### src/gqvg_pkg.sv
// Package for the glyph quad vertex generator.
// Holds the item and vertex types, function codes, sizes and the saturation helper.
// Depends on nothing; every module of the block imports it.
package gqvg_pkg;

	localparam int GLYPH_COUNT = 128;
	localparam int CODE_COUNT  = 256;
	localparam int GLY_AW      = (GLYPH_COUNT > 1) ? $clog2(GLYPH_COUNT) : 1;
	localparam int MAP_AW      = (CODE_COUNT > 1) ? $clog2(CODE_COUNT) : 1;

	localparam int QDEPTH      = 4;
	localparam int QAW         = (QDEPTH > 1) ? $clog2(QDEPTH) : 1;
	localparam int QCW         = $clog2(QDEPTH + 1);
	localparam int PIPE_STAGES = 4;
	localparam int CRD_W       = $clog2(QDEPTH + PIPE_STAGES + 1);

	localparam logic [1:0] FN_MAP   = 2'd0;
	localparam logic [1:0] FN_GLYPH = 2'd1;
	localparam logic [1:0] FN_START = 2'd2;
	localparam logic [1:0] FN_DRAW  = 2'd3;

	localparam logic [2:0] VTX_LT    = 3'd0;
	localparam logic [2:0] VTX_RT    = 3'd1;
	localparam logic [2:0] VTX_LB    = 3'd2;
	localparam logic [2:0] VTX_RB    = 3'd3;
	localparam logic [2:0] VTX_LB2   = 3'd4;
	localparam logic [2:0] VTX_LAST  = 3'd5;

	typedef struct packed {
		logic [1:0]         func;
		logic [7:0]         code_point;
		logic [6:0]         glyph_index;
		logic [11:0]        atlas_x;
		logic [11:0]        atlas_y;
		logic [7:0]         glyph_width;
		logic [7:0]         glyph_height;
		logic signed [7:0]  origin_x;
		logic signed [7:0]  origin_y;
		logic signed [31:0] start_x;
		logic signed [31:0] start_y;
		logic [23:0]        scale;
	} item_t;

	typedef struct packed {
		logic signed [31:0] vertex_x;
		logic signed [31:0] vertex_y;
		logic [12:0]        tex_u;
		logic [12:0]        tex_v;
		logic               last;
	} vert_t;

	typedef struct packed {
		logic [11:0]       ax;
		logic [11:0]       ay;
		logic [7:0]        w;
		logic [7:0]        h;
		logic signed [7:0] ox;
		logic signed [7:0] oy;
	} glyph_t;

	typedef struct packed {
		logic signed [33:0] l;
		logic signed [33:0] t;
		logic [31:0]        sw;
		logic [31:0]        sh;
		logic [12:0]        u0;
		logic [12:0]        u1;
		logic [12:0]        v0;
		logic [12:0]        v1;
	} quad_t;

	typedef struct packed {
		logic             empty;
		logic [QCW-1:0]   count;
	} qstat_t;

	function automatic logic signed [31:0] sat36(input logic signed [35:0] v);
		logic signed [31:0] r;
		if (v[35:31] == 5'b00000 || v[35:31] == 5'b11111) begin
			r = v[31:0];
		end else if (v[35]) begin
			r = 32'sh8000_0000;
		end else begin
			r = 32'sh7FFF_FFFF;
		end
		return r;
	endfunction

endpackage

### src/gqvg_queue.sv
// Short queue of quad corner values between the front and back parts.
// Depends on gqvg_pkg.
module gqvg_queue (
	input  logic             clk,
	input  logic             arst_n,
	input  logic             q_push,
	input  gqvg_pkg::quad_t  q_data,
	input  logic             q_pop,
	output gqvg_pkg::quad_t  q_head,
	output gqvg_pkg::qstat_t qstat
);
	import gqvg_pkg::*;

	quad_t          q_mem [QDEPTH];
	logic [QAW-1:0] wp_q;
	logic [QAW-1:0] rp_q;
	logic [QCW-1:0] cnt_q;

	assign q_head      = q_mem[rp_q];
	assign qstat.count = cnt_q;
	assign qstat.empty = (cnt_q == '0);

	always_ff @(posedge clk or negedge arst_n) begin
		if (!arst_n) begin
			wp_q  <= '0;
			rp_q  <= '0;
			cnt_q <= '0;
		end else begin
			if (q_push) begin
				wp_q <= (wp_q == QAW'(QDEPTH - 1)) ? '0 : wp_q + 1'b1;
			end
			if (q_pop) begin
				rp_q <= (rp_q == QAW'(QDEPTH - 1)) ? '0 : rp_q + 1'b1;
			end
			if (q_push && !q_pop) begin
				cnt_q <= cnt_q + 1'b1;
			end else if (q_pop && !q_push) begin
				cnt_q <= cnt_q - 1'b1;
			end
		end
	end

	always_ff @(posedge clk) begin
		if (q_push) begin
			q_mem[wp_q] <= q_data;
		end
	end

	a_no_overflow: assert property (@(posedge clk) disable iff (!arst_n)
		q_push |-> (cnt_q < QCW'(QDEPTH) || q_pop))
		else $error("Queue written while full.");

	a_no_underflow: assert property (@(posedge clk) disable iff (!arst_n)
		q_pop |-> cnt_q != '0)
		else $error("Queue read while empty.");

	a_count_up: assert property (@(posedge clk) disable iff (!arst_n)
		(q_push && !q_pop) |=> cnt_q == $past(cnt_q) + 1'b1)
		else $error("Queue count did not follow a write.");

endmodule

### config.mk
export PLATFORM = sky130hd
export DESIGN_NAME = gqvg_queue
export DESIGN_NICKNAME = d
export VERILOG_FILES = /design/src/gqvg_pkg.sv /design/src/gqvg_queue.sv
export SDC_FILE = /design/constraint.sdc
export NUM_CORES = 1
export LEC_CHECK = 0
export BUFFER_PORTS_ARGS = -buffer_cell sky130_fd_sc_hd__buf_2
export CAP_MARGIN = 20
export CORE_ASPECT_RATIO = 0.5
export CORE_MARGIN = 5
export CORE_UTILIZATION = 57
export DETAILED_ROUTE_END_ITERATION = 8
export PLACE_DENSITY = 0.79
export SLEW_MARGIN = 20
export SYNTH_ARGS = -nofsm -noshare
export SYNTH_HDL_FRONTEND = slang
export SYNTH_SLANG_ARGS = --single-unit
### constraint.sdc
create_clock -name clk -period 6.6 [get_ports clk]
set_input_delay 0 -clock clk [delete_from_list [all_inputs] [get_ports clk]]
set_output_delay 0 -clock clk [all_outputs]
set_load 0.05 [all_outputs]
* After elaboration in Yosys (flattened, before gate mapping) *
Memories as Yosys holds them, arrays and structs flattened.
Cells that the tools add are included.

storage, ports and cells
  register bits after elaboration = 7
  memory bits (writable) = 736
  output and inout bits = 188
  memories = 1

cells by class
  add/sub/neg operators = 4
  equality and inequality tests = 2
  mux-type cells = 6
  reductions and logical operators = 6

memory list
  memory  words  bits a word  rd ports  clocked after Yosys merged registers in  wr ports  line              source
  q_mem   4      184          1         0                                        1         gqvg_queue.sv:14  quad_t q_mem [QDEPTH];

operators by type and width
  cell                                              number
  two-way mux 3 bit                                 2
  adder 2 x 1 -> 2 bit, second input constant       2
  == test 2 bit, second input constant              2
  two-way mux 2 bit                                 2
  adder 3 x 1 -> 3 bit, second input constant       1
  zero test 3 bit                                   1
  subtractor 3 x 1 -> 3 bit, second input constant  1
  logical AND 1 bit                                 2
  zero test 1 bit                                   2
  two-way mux 1 bit                                 2
  nonzero test 2 bit                                1

* Depth between registers and ports, before layout *
  depth after elaboration = 4
  depth in mapped cells = 7

* Least setup slack after synthesis *
OpenSTA, ideal clock, no wires.

  path kind = register -> register
  from = register wp_q[0]
  to = memory q_mem[0][0] (netlist bit), enable pin
  library setup time = 0.566 ns
  arrival = 4.815 ns
  required time = 6.034 ns
  setup slack = 1.220 ns
  cell stages (with the launch flop) = 4
  path buffers = 0
  clock period less this slack = 5.380 ns
  cells stage by stage = dfrtp_1 > inv_1 > ha_1 > and2_1

RTL lines
  what                      line              source
  start: declaration        gqvg_queue.sv:15  logic [QAW-1:0] wp_q;
  start signal: assignment  gqvg_queue.sv:30  wp_q <= (wp_q == QAW'(QDEPTH - 1)) ? '0 : wp_q + 1'b1;
  end: declaration          gqvg_queue.sv:14

No word-level cell before the write port.

==> metrics.cfg <==
[status]
status = complete, no violations

[cells_and_area]
final_common_cell = edfxtp_1
nets = 1783
final_core_util = 0.713
final_cell_area_mm2 = 0.0334
layout.cells.non_filler = 2283
final_cell_mix = edfxtp_1, buf_2, dlygate4sd3_1, mux4_2, clkbuf_16
drive_above_1_share = 0.406
area_growth_syn_to_layout_pct = 23.7

[die]
die_area_mm2 = 0.0520
die_y_um = 164
die_w_um = 318
io_pins = 376
start_util = 0.576
coreArea_mm2 = 0.0468
rows = 56

[setup_path]
slowest_delay_ns = 0.93
slowest_stage = dfrtp_4
end_kind = output port
cp-start-kind = flop
cp_max_fo = 111
crit_path_cell_trace = buf_12 > mux4_2 > buf_2
cp.arrival_ns = 3.31
worst-setup-path-type = reg2out
timing.critical_path.required_ns = 6.60

[worst_hold_path]
hold_path_class = in2reg

[sta]
slew_headroom = 0.192
finalHoldViolations = 0
max_freq_ghz = 0.302
timing.hold.ws_ns = 0.137
worst_pin_slew_ns = 1.21
min_period_ns = 3.31
skew_ns = 0.0136
setup_viol = 0
fin_crit_sh = 0.502
slew_violations = 0
rsz0062_at_grt = false
finalSetupTns_ns = 0

[logic_synthesis]
synth_nets = 1193
synth_fa_ha_area_frac = 0.00353
yosys_warnings = 0
synth_cells = 998
ys_seq_elements = 743
syn_area_per_cell_um2 = 27.0
synth_compound_area_frac = 0.000371
synthMuxAreaShare = 0.155
synth_xor_area_frac = 0.000974
ys_seq_area_frac = 0.826
mappedNetlistArea_mm2 = 0.0270
yosysUniqueCellTypes = 18
synth_top_family_by_area = multiplexers
synth-simple-area-share = 0.00181

[place]
dp_hpwl_um = 31600
placedCellCount = 1976
place.gp.congestion = 0.760
post_dp_cell_area_mm2 = 0.0295
place.port_buffers = 375

[route]
routed_wl_um = 60300
vias = 13053
drtIter0Drc = 1235
wire_per_inst_um = 26.4
ant_nets = 0
drc_errors = 0
vias_per_cell = 5.72
drt_pass1_iterations = 5

[run]
cap_violations = 0

[global_route]
grt_first_pass_wirelength_um = 89400
grt_pass1_vias = 14324
antenna_found_initial = 7
grt_max_degree = 172
track_usage = 0.228
overflow = 0

[clock_network]
post_cts_buffers = 0
cts_tree = yes
path_clk_slew_ns = 0.07
clkLatencyLatePin_ns = 0.62
h-tree-depth = 2
cts_max_path_buffers = 3
clock-sinks = 743
cts-root-buf = clkbuf_16
cts_made_buffers = 60

[power_and_ir_drop]
ir_worst_vdd_v = 0.000467
power_density_mw_per_mm2 = 488
leakage_uw = 0.0114

==> report_power, final <==
| group | switching, uW | internal, uW | total [uW] |
|---|---|---|---|
| registers | 303 | 6060 | 6360 |
| logic | 4400 | 1820 | 6220 |
| clock network | 1670 | 2030 | 3700 |
==> what timing repair did <==
action,in CTS,in global routing
hold buffers,188,0
hold endpoints to repair,791,0
gates resized for setup,0,0
==> metrics by stage <==
step                      total power (uW)  worst slack [ns]
after floorplan                      11300              1.22
after global placement               12400              3.89
after detailed placement             12600              3.89
after CTS                            16300              3.20
after global routing                 16800              2.99
final                                16300              3.29
==> synth_stat cells <==
cell / instances / area, um^2
xor2_1: 2 / 17.5
buf_6: 17 / 191
inv_1: 4 / 15.0
mux4_2: 184 / 4140
mux2_2: 3 / 33.8
ha_1: 6 / 75.1
buf_4: 1 / 7.51
nor3_1: 1 / 5.00
fa_1: 1 / 20.0
dfrtp_1: 7 / 175
nor2_1: 3 / 11.3
buf_2: 21 / 105
edfxtp_1: 736 / 22100
clkbuf_1: 3 / 11.3
and2_1: 4 / 25.0
nand2_1: 2 / 7.51
o21ai_0: 2 / 10.0
xnor2_1: 1 / 8.76
==> worst paths after layout <==
check                      slack, ns            to  depth (start not counted)  startpoint
max                             3.29   q_head[118]                          3     rp_q[0]
min                             0.14  q_mem[3][50]                          2  q_data[50]
max reg2reg                     4.25  q_mem[2][72]                          4     wp_q[0]
min reg2reg                     0.51      cnt_q[2]                          1    cnt_q[2]
max in group asynchronous       5.87       rp_q[1]                          3      arst_n
min in group asynchronous       0.41       rp_q[0]                          3      arst_n
==> sequential cells by signal, summed over array words and instances, names as in the netlist <==
signal	flops
rp_q	2
q_mem	736
wp_q	2
cnt_q	3
==> layer usage <==
metal,routed length [um],vias up,track usage
li1,-,5520,-
met1,20300,6868,0.261
met2,33900,508,0.428
met3,3030,157,0.0405
met4,3100,0,0.103
met5,0,-,0
==> worst max-delay path: cells and delay by family, from the launching register on <==
family | cells | cell delay [ns]
buffers and inverters | 2 | 0.93
DFF | 1 | 0.93
muxes | 1 | 0.65
==> cell families (layout without fill, tap and decap cells) <==
family	Yosys count	after routing
xor gates and xnor gates	3	3
muxes	187	187
buffers and inverters	46	686
DFF	743	743
and+or+nand+nor	10	10
adders and majority gates	7	7
other	0	7
AOI/OAI and AO/OA	2	2
==> layout make-up <==
cell class	instances	area, um^2
timing repair buffer	570	3890
clock buffer	70	1580
multi-input combinational	209	4370
tap	638	798
antenna	7	17.5
clock inverter	42	417
inverter	4	15.0
fill	2674	13400
sequential	743	22300
Power figures use the tool's default switching activity.
