--- config.mk ---
export PLATFORM = sky130hd
export DESIGN_NAME = gqvg_back
export DESIGN_NICKNAME = d
export VERILOG_FILES = /design/src/gqvg_pkg.sv /design/src/gqvg_back.sv
export SDC_FILE = /design/constraint.sdc
export NUM_CORES = 1
export LEC_CHECK = 0
export BUFFER_PORTS_ARGS = -buffer_cell sky130_fd_sc_hd__buf_2
export CAP_MARGIN = 25
export CORE_ASPECT_RATIO = 2
export CORE_MARGIN = 5
export CORE_UTILIZATION = 30
export CTS_CLUSTER_DIAMETER = 100
export DETAILED_ROUTE_END_ITERATION = 16
export GPL_TIMING_DRIVEN = 0
export PLACE_DENSITY = 0.47
export SYNTH_ARGS = -nofsm -noshare
export SYNTH_HDL_FRONTEND = slang
export SYNTH_SLANG_ARGS = --single-unit
--- constraint.sdc ---
create_clock -name clk -period 13.2 [get_ports clk]
set_input_delay 1.32 -clock clk [delete_from_list [all_inputs] [get_ports clk]]
set_output_delay 1.32 -clock clk [all_outputs]
set_load 0.005 [all_outputs]
--- src/gqvg_pkg.sv ---
// Package for the glyph quad vertex generator.
// Holds the item and vertex types, function codes, sizes and the saturation helper.
// Depends on nothing; every module of the block imports it.
package gqvg_pkg;

	localparam int GLYPH_COUNT = 128;
	localparam int CODE_COUNT  = 256;
	localparam int GLY_AW      = (GLYPH_COUNT > 1) ? $clog2(GLYPH_COUNT) : 1;
	localparam int MAP_AW      = (CODE_COUNT > 1) ? $clog2(CODE_COUNT) : 1;

	localparam int QDEPTH      = 4;
	localparam int QAW         = (QDEPTH > 1) ? $clog2(QDEPTH) : 1;
	localparam int QCW         = $clog2(QDEPTH + 1);
	localparam int PIPE_STAGES = 4;
	localparam int CRD_W       = $clog2(QDEPTH + PIPE_STAGES + 1);

	localparam logic [1:0] FN_MAP   = 2'd0;
	localparam logic [1:0] FN_GLYPH = 2'd1;
	localparam logic [1:0] FN_START = 2'd2;
	localparam logic [1:0] FN_DRAW  = 2'd3;

	localparam logic [2:0] VTX_LT    = 3'd0;
	localparam logic [2:0] VTX_RT    = 3'd1;
	localparam logic [2:0] VTX_LB    = 3'd2;
	localparam logic [2:0] VTX_RB    = 3'd3;
	localparam logic [2:0] VTX_LB2   = 3'd4;
	localparam logic [2:0] VTX_LAST  = 3'd5;

	typedef struct packed {
		logic [1:0]         func;
		logic [7:0]         code_point;
		logic [6:0]         glyph_index;
		logic [11:0]        atlas_x;
		logic [11:0]        atlas_y;
		logic [7:0]         glyph_width;
		logic [7:0]         glyph_height;
		logic signed [7:0]  origin_x;
		logic signed [7:0]  origin_y;
		logic signed [31:0] start_x;
		logic signed [31:0] start_y;
		logic [23:0]        scale;
	} item_t;

	typedef struct packed {
		logic signed [31:0] vertex_x;
		logic signed [31:0] vertex_y;
		logic [12:0]        tex_u;
		logic [12:0]        tex_v;
		logic               last;
	} vert_t;

	typedef struct packed {
		logic [11:0]       ax;
		logic [11:0]       ay;
		logic [7:0]        w;
		logic [7:0]        h;
		logic signed [7:0] ox;
		logic signed [7:0] oy;
	} glyph_t;

	typedef struct packed {
		logic signed [33:0] l;
		logic signed [33:0] t;
		logic [31:0]        sw;
		logic [31:0]        sh;
		logic [12:0]        u0;
		logic [12:0]        u1;
		logic [12:0]        v0;
		logic [12:0]        v1;
	} quad_t;

	typedef struct packed {
		logic             empty;
		logic [QCW-1:0]   count;
	} qstat_t;

	function automatic logic signed [31:0] sat36(input logic signed [35:0] v);
		logic signed [31:0] r;
		if (v[35:31] == 5'b00000 || v[35:31] == 5'b11111) begin
			r = v[31:0];
		end else if (v[35]) begin
			r = 32'sh8000_0000;
		end else begin
			r = 32'sh7FFF_FFFF;
		end
		return r;
	endfunction

endpackage

--- src/gqvg_back.sv ---
// Back part: saturates the quad corners and sends out six vertices per character.
// Holds one character in expansion and one vertex in the output register.
// Depends on gqvg_pkg.
module gqvg_back (
	input  logic             clk,
	input  logic             arst_n,
	input  gqvg_pkg::quad_t  q_head,
	input  gqvg_pkg::qstat_t qstat,
	output logic             q_pop,
	output logic             empty,
	input  logic             pop,
	output gqvg_pkg::vert_t  result
);
	import gqvg_pkg::*;

	logic               out_load;
	logic               cur_free;
	logic               right;
	logic               bottom;
	logic signed [35:0] l_ext, t_ext, r_ext, b_ext;

	logic               cur_vld_q;
	logic [2:0]         cnt_q;
	logic signed [31:0] xl_q, xr_q, yt_q, yb_q;
	logic [12:0]        u0_q, u1_q, v0_q, v1_q;
	logic               out_vld_q;
	vert_t              out_q;

	assign out_load = !out_vld_q || pop;
	assign cur_free = !cur_vld_q || (out_load && cnt_q == VTX_LAST);
	assign q_pop    = cur_free && !qstat.empty;
	assign empty    = !out_vld_q;
	assign result   = out_q;

	assign l_ext = $signed({{2{q_head.l[33]}}, q_head.l});
	assign t_ext = $signed({{2{q_head.t[33]}}, q_head.t});
	assign r_ext = l_ext + $signed({4'b0, q_head.sw});
	assign b_ext = t_ext + $signed({4'b0, q_head.sh});

	always_comb begin
		right  = 1'b0;
		bottom = 1'b0;
		case (cnt_q)
			VTX_LT: begin
			end
			VTX_RT: begin
				right = 1'b1;
			end
			VTX_LB, VTX_LB2: begin
				bottom = 1'b1;
			end
			VTX_RB: begin
				right  = 1'b1;
				bottom = 1'b1;
			end
			VTX_LAST: begin
				right = 1'b1;
			end
			default: begin
			end
		endcase
	end

	always_ff @(posedge clk or negedge arst_n) begin
		if (!arst_n) begin
			cur_vld_q <= 1'b0;
			cnt_q     <= '0;
			out_vld_q <= 1'b0;
		end else begin
			if (out_load) begin
				out_vld_q <= cur_vld_q;
			end
			if (q_pop) begin
				cur_vld_q <= 1'b1;
				cnt_q     <= '0;
			end else if (out_load && cur_vld_q) begin
				if (cnt_q == VTX_LAST) begin
					cur_vld_q <= 1'b0;
				end else begin
					cnt_q <= cnt_q + 1'b1;
				end
			end
		end
	end

	always_ff @(posedge clk) begin
		if (q_pop) begin
			xl_q <= sat36(l_ext);
			xr_q <= sat36(r_ext);
			yt_q <= sat36(t_ext);
			yb_q <= sat36(b_ext);
			u0_q <= q_head.u0;
			u1_q <= q_head.u1;
			v0_q <= q_head.v0;
			v1_q <= q_head.v1;
		end
		if (out_load && cur_vld_q) begin
			out_q.vertex_x <= right ? xr_q : xl_q;
			out_q.vertex_y <= bottom ? yb_q : yt_q;
			out_q.tex_u    <= right ? u1_q : u0_q;
			out_q.tex_v    <= bottom ? v1_q : v0_q;
			out_q.last     <= (cnt_q == VTX_LAST);
		end
	end

	a_cnt_range: assert property (@(posedge clk) disable iff (!arst_n)
		cur_vld_q |-> cnt_q <= VTX_LAST)
		else $error("Vertex count beyond the last vertex.");

	a_last_ends_char: assert property (@(posedge clk) disable iff (!arst_n)
		(out_load && cur_vld_q && cnt_q == VTX_LAST && !q_pop) |=> !cur_vld_q)
		else $error("Character kept after its last vertex.");

endmodule

== After elaboration in Yosys (flattened, before gate mapping) ==
Index checks and enable logic that the tools add are counted.
W data, S select, Z words.
Operators by class
  add/subtract/negate cells: 3
  multiply operators: 0
  divide/modulo/power cells: 0
  $lt $le $gt $ge: 0
  equal/unequal tests: 10
  shift operators: 0
  multiplexer cells: 20
  bitwise gates (word level): 0
  reductions and logical operators: 22
Operators with widths (count)
  $mux W32: 10
  $add A34 B33 Y35: 2
  $mux W13: 2
  $eq A5 B5 Y1 const B: 4
  $logic_not A5 Y1: 4
  $mux W3: 3
  $eq A3 B2 Y1 const B: 2
  $eq A3 B3 Y1 const B: 2
  $logic_or A1 B1 Y1: 6
  $reduce_or A3 Y1: 2
  $mux W1: 5
  $reduce_and A2 Y1: 2
  $reduce_bool A2 Y1: 2
  $add A3 B1 Y3 const B: 1
  $eq A3 B1 Y1 const B: 1
  $logic_and A1 B1 Y1: 3
  $logic_not A1 Y1: 3
  $ne A2 B2 Y1 const B: 1
Storage, ports and cells
  register bits: 276
  bits in latches: 0
  memory bits (writable): 0
  memory bits (read-only): 0
  output and inout bits: 93
  memories kept: 0

== Depth between registers and ports, before layout ==
  depth in word-level cells: 7
  gate-level depth with buffers: 14
  mapped depth without buffers: 13

== Worst setup path before layout ==
OpenSTA, ideal clock, no wires.
  path kind: input to output
  from: in pop
  to: out q_pop
  arrival time: 10.352 ns
  required time: 11.880 ns
  slack: 1.528 ns
  cell stages on the path: 3
  buffers on the path: 0
  cell sequence: nand2b_1 -> nand2_1 -> a21oi_1
Between the ends
  cells in the longest elaborated chain, start to end: 4
Ends and longest elaborated chain
  start, declared: line gqvg_back.sv:11  | input logic pop,
  $logic_or A1 B1 Y1: line gqvg_back.sv:29  | assign out_load = !out_vld_q || pop;
  $logic_and A1 B1 Y1: line gqvg_back.sv:30  | assign cur_free = !cur_vld_q || (out_load && cnt_q == VTX_LAST);
  $logic_or A1 B1 Y1: line gqvg_back.sv:30
  $logic_and A1 B1 Y1: line gqvg_back.sv:31  | assign q_pop = cur_free && !qstat.empty;
  end, declared: line gqvg_back.sv:9  | output logic q_pop,
No other way between the ends.

== Worst setup path in the final report ==
  from: in q_head[133] in the netlist's numbering
  to: reg yb_q[14] (data pin)
Between the ends
  cells in the longest elaborated chain, start to end: 4
  elaborated cells between the ends (all ways): 6
Ends and longest elaborated chain
  start, declared: line gqvg_back.sv:7  | input gqvg_pkg::quad_t q_head,
  $add A34 B33 Y35 *: line gqvg_back.sv:38  | assign b_ext = t_ext + $signed({4'b0, q_head.sh});
  $eq A5 B5 Y1 / $logic_not A5 Y1 (equally long branches): line gqvg_pkg.sv:79  | if (v[35:31] == 5'b00000 || v[35:31] == 5'b11111) begin
  $logic_or A1 B1 Y1: line gqvg_pkg.sv:79
  $mux W32 *: line gqvg_pkg.sv:79
  end signal, assigned: line gqvg_back.sv:91  | yb_q <= sat36(b_ext);
  end, declared: line gqvg_back.sv:24  | logic signed [31:0] xl_q, xr_q, yt_q, yb_q;
Every way passes the cells marked *; elsewhere a longest branch is shown, timed or not.
A chain may end at the register's enable or synchronous reset.

==> results_dict.tcl <==
set metrics [dict create \
    fin_crit_ns 4.77 \
    power_frac_clock_pct 25.7 \
    wirelength_met1_mm 13.2 \
    synth_nets 1314 \
    synth_area_sq_um 14100 \
    rsz0062_at_grt "false" \
    drive_gt1_share_pct 34.8 \
    ctsResizeCount 0 \
    fillers 4609 \
    slew_viol_final 0 \
    cp_slowest_stage_delay_ns 0.65 \
    clkTransAtPathRegs_ns 0.06 \
    fmax_ghz 0.210 \
    p_sw_mw 0.833 \
    whs_ns 0.539 \
    cts_sinks 276 \
    clock_skew_ns 0.0103 \
    slew_headroom_pct 33.4 \
    synthArstFlopShare_pct 1.81 \
    routed_wl_mm 41.4 \
    wl_per_cell_microns 20.5 \
    top_layer "met4" \
    first_iter_violations 358 \
    cp.required_ns 13.55 \
    worst-setup-path-type "input port to register" \
    io_pins 284 \
    dieArea_sq_um 51700 \
    drv_cap 0 \
    tritoncts "done" \
    seq_power_share_pct 43.5 \
    grt_usage_pct 15.5 \
    crit_top_cell "nand2_1" \
    h-tree-depth 1 \
    port_buffers 279 \
    grt_pass1_wl_mm 61.3 \
    grt_max_degree 50 \
    syn_area_per_cell_sq_um 13.4 \
    finalSetupViolCount 0 \
    wl_met2_mm 24.2 \
    cp.arrival_ns 5.12 \
    die_w_microns 163 \
    area_growth_pct 22.7 \
    register_area_sq_um 8260 \
    outcome "finished, final reports clean" \
    crit_fanout 10 \
    synth_cells 1052 \
    synth-edff-count 271 \
    path_cells "buf_2 -> ha_1 -> clkbuf_1 -> nand2_1 -> nor3_1 -> o2111ai_1 -> nor2_1 -> a211oi_2 -> a21oi_1 -> xor2_1 -> nand2_1 -> a21o_2 -> buf_4 -> o21ai_0" \
    rows 112 \
    root_buffer "clkbuf_16" \
    vdd.ir_drop.worst_mv 0.0908 \
    intPower_mw 1.95 \
    post-cts-setup-buffers 0 \
    holdBufCountCts 0 \
    start_util_pct 30.2 \
    wl_met3_mm 2.55 \
    ys_ff_latch 276 \
    powerDensity_nw_per_um2 161 \
    overflow 0 \
    hold_path.class "register to register" \
    grt_pass1_vias 10500 \
    design_power_total_mw 2.78 \
    end_kind "register" \
    drcViolationCount 0 \
    antenna_found_initial 2 \
    synth_flop_cell "edfxtp_1" \
    ys_warn_count 0 \
    final_nets 1632 \
    comb_power_share_pct 30.8 \
    ctsLongestPathBuffers 3 \
    die_height_microns 317 \
    worstSetupStartpointType "input port" \
    path_buf_inv 3 \
    multi_input_area_sq_um 5530 \
    coreArea_sq_um 46700 \
    dp_hpwl_mm 32.5 \
    cts_made_buffers 27 \
    power_switching_share_pct 30.0 \
    post-route-period-util_pct 36.1 \
    ys_types 73 \
    drt-pass1-iter-count 4 \
    routabilityCongestion 0.967 \
    vias 9706 \
    slowest_stage "nor3_1" \
    tightest_slew_ns 0.988 \
    p_leak_nw 7.03 \
    clock_latency_ns 0.54 \
    seq_area_frac_synth_pct 58.6 \
    vias_per_cell 4.81 \
    crit_family "compound AO/OA/AOI/OAI gates" \
    hold_viol 0 \
    ant_nets 0 \
]
## metal layers
metal	up-vias	track usage [%]
li1	4665	-
met1	4678	14.2
met2	295	32.4
met3	68	3.10
met4	0	5.76
met5	-	0
## layout by cell type (no fill, tap or decap), drive strengths merged, types with 3 or more instances in the layout
cell	n
nor4	3
inv	24
a31oi	5
nor2b	5
o211ai	7
o31ai	4
a21o	114
clkinv	7
o21bai	9
nand2	59
nor3	14
or3	8
and2	4
o21a	14
nand2b	7
xor2	22
o21ai	69
dfrtp	5
and3	6
clkbuf	60
nand4	6
nand3	11
a21oi	66
nor2	42
a211oi	8
buf	310
a21boi	4
ha	69
a31o	3
edfxtp	271
xnor2	32
mux2	90
## Yosys cell counts (2+ instances only)
cell | count | area (sq um)
edfxtp_1 | 271 | 8140
nor4_1 | 2 | 12.5
nand4_1 | 6 | 37.5
nor2_1 | 42 | 158
a21o_1 | 103 | 773
buf_2 | 6 | 30.0
nand3_1 | 11 | 55.1
inv_1 | 23 | 86.3
o211ai_1 | 6 | 45.0
mux2_2 | 90 | 1010
nor3_1 | 13 | 65.1
buf_1 | 6 | 22.5
a211o_1 | 2 | 17.5
a211oi_1 | 4 | 30.0
buf_6 | 8 | 90.1
a21oi_2 | 3 | 26.3
o21ai_0 | 52 | 260
a31o_2 | 2 | 17.5
nand2_1 | 59 | 221
dfrtp_1 | 5 | 125
o2111ai_1 | 2 | 17.5
and2_1 | 4 | 25.0
a211oi_2 | 4 | 50.1
a21o_2 | 11 | 96.3
nand2b_1 | 7 | 43.8
fa_1 | 2 | 40.0
clkbuf_1 | 23 | 86.3
xnor2_1 | 32 | 280
o211a_1 | 2 | 20.0
xor2_1 | 22 | 193
nor2b_1 | 5 | 31.3
a21oi_1 | 63 | 315
ha_1 | 69 | 863
or3_2 | 3 | 22.5
or3_1 | 4 | 25.0
a22o_1 | 2 | 17.5
o21ai_2 | 15 | 131
o31ai_2 | 2 | 25.0
and3_1 | 6 | 37.5
a31oi_1 | 4 | 25.0
o21a_1 | 13 | 97.6
o21bai_1 | 9 | 67.6
a21boi_0 | 3 | 22.5
o31ai_1 | 2 | 15.0
## flip-flops by register name (all words and copies together) (netlist names)
signal,flops
yb_q,32
result,91
cur_vld_q,1
u1_q,13
yt_q,32
cnt_q,3
v0_q,13
out_vld_q,1
v1_q,13
xl_q,32
u0_q,13
xr_q,32
## through the flow
step	util (%)	TNS [ns]	instance area (sq um)	setup WS, ns	cells
2_1_floorplan	-	0	14100	1.53	1052
3_3_place_gp	34.9	-545.45	16300	-4.81	1958
3_5_place_dp	35.4	0	16500	7.86	1968
4_1_cts	37.1	0	17300	8.43	2015
5_1_grt	37.1	0	17300	8.32	2015
6_report	37.1	0	17300	8.43	2017
## path summary, 6_finish.rpt
kind	startpoint	to	slack [ns]	cells past startpoint
min reg2reg	yt_q[3]	result[30]	0.54	1
max	q_head[133]	yb_q[14]	8.43	14
min in group asynchronous	arst_n	cnt_q[2]	0.59	1
max reg2reg	cnt_q[0]	result[86]	10.20	6
min	yt_q[3]	result[30]	0.54	1
max in group asynchronous	arst_n	cnt_q[1]	12.47	1
## power by group through the flow
stage / logic (mW) / clock network (mW) / registers [mW]
after detailed placement: 0.880 / 0 / 1.23
after floorplan: 0.517 / 0 / 1.26
after global routing: 0.934 / 0.778 / 1.22
after CTS: 0.885 / 0.748 / 1.21
after global placement: 0.847 / 0 / 1.27
final: 0.855 / 0.715 / 1.21
## worst reg2reg max path: cells and delay by family, from the launching register on
kind                     cells  cell delay, ns
flip-flops                   1            0.42
buffers and inverters        2            0.89
adder cells (fa/ha/maj)      2            0.42
AND/OR/NAND/NOR              1            0.59
multiplexers                 1            0.45
## layout make-up
class / count / share of cell area, %
Tap cell: 627 / 4.53
Buffer: 44 / 1.37
Clock buffer: 37 / 4.12
Timing Repair Buffer: 289 / 9.39
Sequential cell: 276 / 47.8
Clock inverter: 10 / 0.340
Inverter: 23 / 0.499
Multi-Input combinational cell: 709 / 32.0
Antenna cell: 2 / 0.0289
## cells by family (layout without fill, tap and decap cells)
kind of cell,Yosys count,after routing,share of synthesized area [%]
AO/OA/AOI/OAI,325,325,16.5
XOR/XNOR,54,54,3.35
adder cells (fa/ha/maj),71,71,6.41
buffers and inverters,67,403,2.29
flip-flops,276,276,58.6
multiplexers,91,91,7.26
other,0,2,0
AND/OR/NAND/NOR,168,168,5.61
(Power assumes the default switching activity.)
